===== src/hdl/cbgi_pkg.sv =====
// ---------------------------------------------------------------------------
// cbgi_pkg
// Shared types, constants and helpers of the clamped bilinear grid
// interpolator: grid size, bank geometry, register indexes and item codes.
// ---------------------------------------------------------------------------
package cbgi_pkg;

   // grid size in sample points per axis
   localparam int GRID_POINTS_X = 64;
   localparam int GRID_POINTS_Z = 64;

   // cell index widths
   localparam int CX_W = $clog2(GRID_POINTS_X);
   localparam int CZ_W = $clog2(GRID_POINTS_Z);

   // four banks split by the parity of x and z
   localparam int BANK_X     = (GRID_POINTS_X + 1) / 2;
   localparam int BANK_Z     = (GRID_POINTS_Z + 1) / 2;
   localparam int BANK_DEPTH = BANK_X * BANK_Z;
   localparam int HX_W       = (BANK_X > 1) ? $clog2(BANK_X) : 1;
   localparam int HZ_W       = (BANK_Z > 1) ? $clog2(BANK_Z) : 1;
   localparam int BA_W       = $clog2(BANK_DEPTH);
   localparam int NUM_BANKS  = 4;

   // 1.0 in Q16.16, one bit wider than a weight fraction
   localparam logic [16:0] ONE_Q16 = 17'h10000;

   // rounding bias for the Q16.48 to Q16.16 step
   localparam logic [63:0] ROUND_HALF = 64'h0000_0000_8000_0000;

   // register reset values
   localparam logic [31:0] X_START_RESET = 32'h0000_0000;
   localparam logic [31:0] X_END_RESET   = 32'h003F_0000;
   localparam logic [31:0] Z_START_RESET = 32'h0000_0000;
   localparam logic [31:0] Z_END_RESET   = 32'h003F_0000;
   localparam logic [31:0] X_INV_RESET   = 32'h0001_0000;
   localparam logic [31:0] Z_INV_RESET   = 32'h0001_0000;

   // register indexes
   typedef enum logic [2:0] {
      CSR_X_START = 3'd0,
      CSR_X_END   = 3'd1,
      CSR_Z_START = 3'd2,
      CSR_Z_END   = 3'd3,
      CSR_X_INV   = 3'd4,
      CSR_Z_INV   = 3'd5
   } csr_index_type;

   // item function codes
   typedef enum logic {
      FUNC_WRITE = 1'b0,
      FUNC_QUERY = 1'b1
   } func_type;

   // stage loads of one axis pipeline
   typedef struct packed {
      logic load_clamp;
      logic load_scale;
   } axis_en_type;

   // address of one sample inside its bank
   function automatic logic [BA_W-1:0] bank_addr(input logic [HX_W-1:0] xh,
                                                  input logic [HZ_W-1:0] zh);
      logic [BA_W+HX_W:0] full;
      full = (BA_W+HX_W+1)'(xh) * (BA_W+HX_W+1)'(BANK_Z) + (BA_W+HX_W+1)'(zh);
      return full[BA_W-1:0];
   endfunction

endpackage


===== src/hdl/cbgi_axis.sv =====
// ---------------------------------------------------------------------------
// cbgi_axis
// One coordinate axis: clamps the coordinate to the grid extent, takes its
// offset from the start and scales it by the reciprocal spacing (Q32.32).
// ---------------------------------------------------------------------------
module cbgi_axis (
   input  logic                      clock,
   input  cbgi_pkg::axis_en_type     en,
   input  logic signed [31:0]        coord,
   input  logic signed [31:0]        lo,
   input  logic signed [31:0]        hi,
   input  logic        [31:0]        inv,
   output logic        [63:0]        pos
);
   import cbgi_pkg::*;

   logic signed [31:0] clamped;
   logic signed [32:0] offset;
   logic        [31:0] dist_in;
   logic        [31:0] dist_ff;
   logic        [63:0] pos_in;
   logic        [63:0] pos_ff;

   // clamp to [lo, hi], raise first then lower, negative offset is zero
   always_comb begin
      clamped = coord;
      if (coord < lo) begin
         clamped = lo;
      end else if (coord > hi) begin
         clamped = hi;
      end
      offset = {clamped[31], clamped} - {lo[31], lo};
      if (offset[32]) begin
         dist_in = 32'd0;
      end else begin
         dist_in = offset[31:0];
      end
   end

   // scaled position, exact 32 x 32 product
   assign pos_in = {32'd0, dist_ff} * {32'd0, inv};

   always_ff @(posedge clock) begin
      if (en.load_clamp) begin
         dist_ff <= dist_in;
      end
      if (en.load_scale) begin
         pos_ff <= pos_in;
      end
   end

   assign pos = pos_ff;

endmodule


===== config.mk =====
export PLATFORM = sky130hd
export DESIGN_NAME = cbgi_axis
export DESIGN_NICKNAME = d
export VERILOG_FILES = /design/src/hdl/cbgi_pkg.sv /design/src/hdl/cbgi_axis.sv
export SDC_FILE = /design/constraint.sdc
export NUM_CORES = 2
export LEC_CHECK = 0
export ABC_CLOCK_PERIOD_IN_PS = 14040
export BUFFER_PORTS_ARGS = -buffer_cell sky130_fd_sc_hd__buf_4
export CAP_MARGIN = 20
export CORE_MARGIN = 1
export CORE_UTILIZATION = 50
export CTS_CLUSTER_DIAMETER = 60
export DETAILED_ROUTE_END_ITERATION = 16
export PLACE_DENSITY_LB_ADDON = 0.2
export SYNTH_ARGS = -nofsm -noshare
export SYNTH_HDL_FRONTEND = slang
export SYNTH_SLANG_ARGS = --single-unit

===== constraint.sdc =====
create_clock -name clock -period 14.04 [get_ports clock]
set_input_delay 1.404 -clock clock [delete_from_list [all_inputs] [get_ports clock]]
set_output_delay 1.404 -clock clock [all_outputs]
set_load 0.05 [all_outputs]

==> impl_metrics.py <==
metrics = {
    "placement": {
        "dp_cells": 5361,
        "finalWeightedCongestion": 0.892,
        "portBuffers": 194,
        "hpwlAfterDp_microns": 81900,
    },
    "floorplanning": {
        "num_io_pins": 195,
        "die_h_microns": 285,
        "start_util_pct": 50.6,
        "rows": 103,
        "die_w_microns": 285,
        "die_area_sq_um": 81200,
        "core_sq_um": 79100,
    },
    "critical_path": {
        "endpoint": "pos[61]",
        "reg2reg_from": "dist_ff[14]",
        "rr_worst_depth": 22,
        "reg2reg_setup_slack_ps": 5670,
        "startpoint": "inv[8]",
        "critical_path.endpoint_type": "flip-flop",
        "cp_max_fo": 32,
        "r2r_end": "pos[61]",
        "cp_data_required_time_ps": 14190,
        "start_kind": "input port",
        "cp.arrival_ps": 9170,
        "critical_path_class": "input port to flip-flop",
    },
    "route": {
        "remaining_drc_errors": 0,
        "drtIter0Drc": 1734,
        "totalWireLength_microns": 105000,
        "first_pass_iters": 5,
        "wire_per_inst_microns": 19.6,
        "routed_via_density": 5.39,
        "dr_total_vias": 28993,
        "ant_nets": 0,
    },
    "clock_network": {
        "post_cts_resized": 0,
        "cts_buffers": 9,
        "cts_setup_buffers": 0,
        "clkSlewWorstSetupHoldPaths_ps": 100,
        "hold_buffers": 0,
        "cts.sink_count": 96,
        "cts_htree_levels": 3,
        "cts-root-buf": "clkbuf_16",
        "cts_tree": "built",
        "clock_latency_ps": 410,
        "clk_path_buf_depth": 2,
    },
    "layout": {
        "antennaDiodeCount": 0,
        "area_growth_pct": 6.28,
        "final_layout_size_suffix_gt1_share_pct": 5.96,
        "fin_cells": 5377,
        "final_cell_mix": "inv_1, fa_1, and2_1, nand2_1, ha_1",
        "nets": 5708,
        "final_common_cell": "inv_1",
    },
    "synthesis": {
        "yosys_register_bits": 96,
        "yosysWarnings": 0,
        "seq_area_frac_synth_pct": 7.20,
        "synth_edf_count": 96,
        "synth_ff_type": "edfxtp_1",
        "syn_area_sq_um": 40000,
        "syn-num-nets": 5685,
        "netlist_instances": 4299,
        "synth_top_area_share_pct": 44.8,
        "syn_area_per_cell_sq_um": 9.31,
        "async_flop_share_pct": 0,
        "synth_area_leaders": "fa_1, ha_1, and2_1",
        "ys_types": 72,
        "yosysTopAreaCell": "fa_1",
    },
    "sta": {
        "worst_pin_slew_ps": 920,
        "slew_headroom_pct": 38.5,
        "skew_ps": 17.6,
        "min_period_ps": 9020,
        "period_share_pct": 64.2,
        "setup_violations": 0,
        "rsz0062_at_grt": "no",
        "finalHoldViolations": 0,
        "tns_ps": 0,
        "fmax_ghz": 0.111,
        "drv_slew": 0,
    },
    "hold_path": {
        "hold_class": "flip-flop to flip-flop",
    },
    "grt": {
        "grt_pass1_wl_microns": 172000,
        "grt_use_total_pct": 27.2,
        "grt_overflow": 0,
        "antenna_found_initial": 1,
        "grt_max_degree": 65,
        "grt_pass1_vias": 31466,
    },
    "status": {
        "outcome": "complete, no violations",
    },
    "job": {
        "drv_cap": 0,
    },
}
[cell type report]
cell class,count,area (sq um)
Multi-Input combinational cell,3047,32800
Sequential cell,96,2880
Timing Repair Buffer,228,1710
Tap cell,1050,1310
Inverter,940,3530
Fill cell,7364,36600
Clock buffer,9,225
Clock inverter,7,87.6
[kinds of logic after synthesis]
| logic type | count (synthesis) | synth area share (%) |
|---|---|---|
| flip-flops | 96 | 7.20 |
| AO/OA/AOI/OAI | 343 | 5.63 |
| XOR/XNOR | 90 | 1.97 |
| multiplexers | 65 | 1.63 |
| buffers and inverters | 1156 | 10.9 |
| AND/OR/NAND/NOR | 1294 | 16.6 |
| adder cells (fa/ha/maj) | 1255 | 56.0 |
[flip-flops by register name, indices dropped and copies added (netlist names)]
signal   cells
dist_ff     32
pos         64
[synth_stat cells, types with 3 or more instances]
master / n
inv_1: 939
fa_1: 897
and2_1: 610
nand2_1: 500
ha_1: 358
clkbuf_1: 204
a21oi_1: 105
edfxtp_1: 96
nor2_1: 72
a21o_1: 69
mux2i_1: 64
xnor2_1: 56
o21ai_0: 41
xor2_1: 34
nand4_1: 21
nand3_1: 20
o21bai_1: 19
nor3_1: 15
and3_1: 14
o21ai_1: 14
nor2b_1: 12
a31oi_1: 11
nand2b_1: 11
o21a_1: 11
a211oi_1: 9
o211ai_1: 9
buf_2: 7
a211o_1: 6
o31ai_1: 6
a2111oi_0: 4
a221oi_1: 4
and4_1: 4
or3_1: 4
a21boi_1: 3
buf_6: 3
[per-layer routing]
metal  global-route usage [%]  up-vias  wire, microns
li1                         -    12945              -
met1                     35.1    15061          42300
met2                     48.0      813          54400
met3                     2.54      174           5060
met4                     8.94        0           3650
met5                        0        -              0
[worst min-delay path by stage]
stage / startpoint / end / slack [ps] / cells after the start
3_5_place_dp: dist_ff[0] / pos[0] / 1020 / 2
4_1_cts: dist_ff[0] / pos[0] / 1060 / 2
6_report: dist_ff[0] / pos[0] / 1070 / 2
2_1_floorplan: dist_ff[0] / pos[0] / 580 / 1
5_1_grt: dist_ff[0] / pos[0] / 1100 / 2
3_3_place_gp: dist_ff[0] / pos[0] / 1020 / 2
[worst max-delay path, stage by stage]
cell	delay, ps
buf_4	390
and2_1	230
fa_1	430
fa_1	560
inv_1	60
fa_1	560
fa_1	450
fa_1	550
inv_1	50
fa_1	530
fa_1	450
fa_1	520
ha_1	390
nand2_1	200
nor2_1	110
a211oi_1	390
o211ai_1	220
o211ai_1	400
a31oi_1	270
a2111oi_1	610
o21ai_1	170
xor2_1	170
[through the flow]
| stage | instance area (sq um) | setup WS (ps) | util, % | hold slack [ps] |
|---|---|---|---|---|
| 4_1_cts | 42600 | 5110 | 53.8 | 1060 |
| 3_3_place_gp | 42200 | 4790 | 53.4 | 1020 |
| 2_1_floorplan | 40000 | 5840 | - | 585 |
| 6_report | 42600 | 5020 | 53.8 | 1070 |
| 5_1_grt | 42600 | 4720 | 53.8 | 1100 |
| 3_5_place_dp | 42200 | 4730 | 53.4 | 1020 |
Power is left out: the tool's default activity adds up to more than one toggle a clock period on the data nets, which glitch-free logic cannot reach.
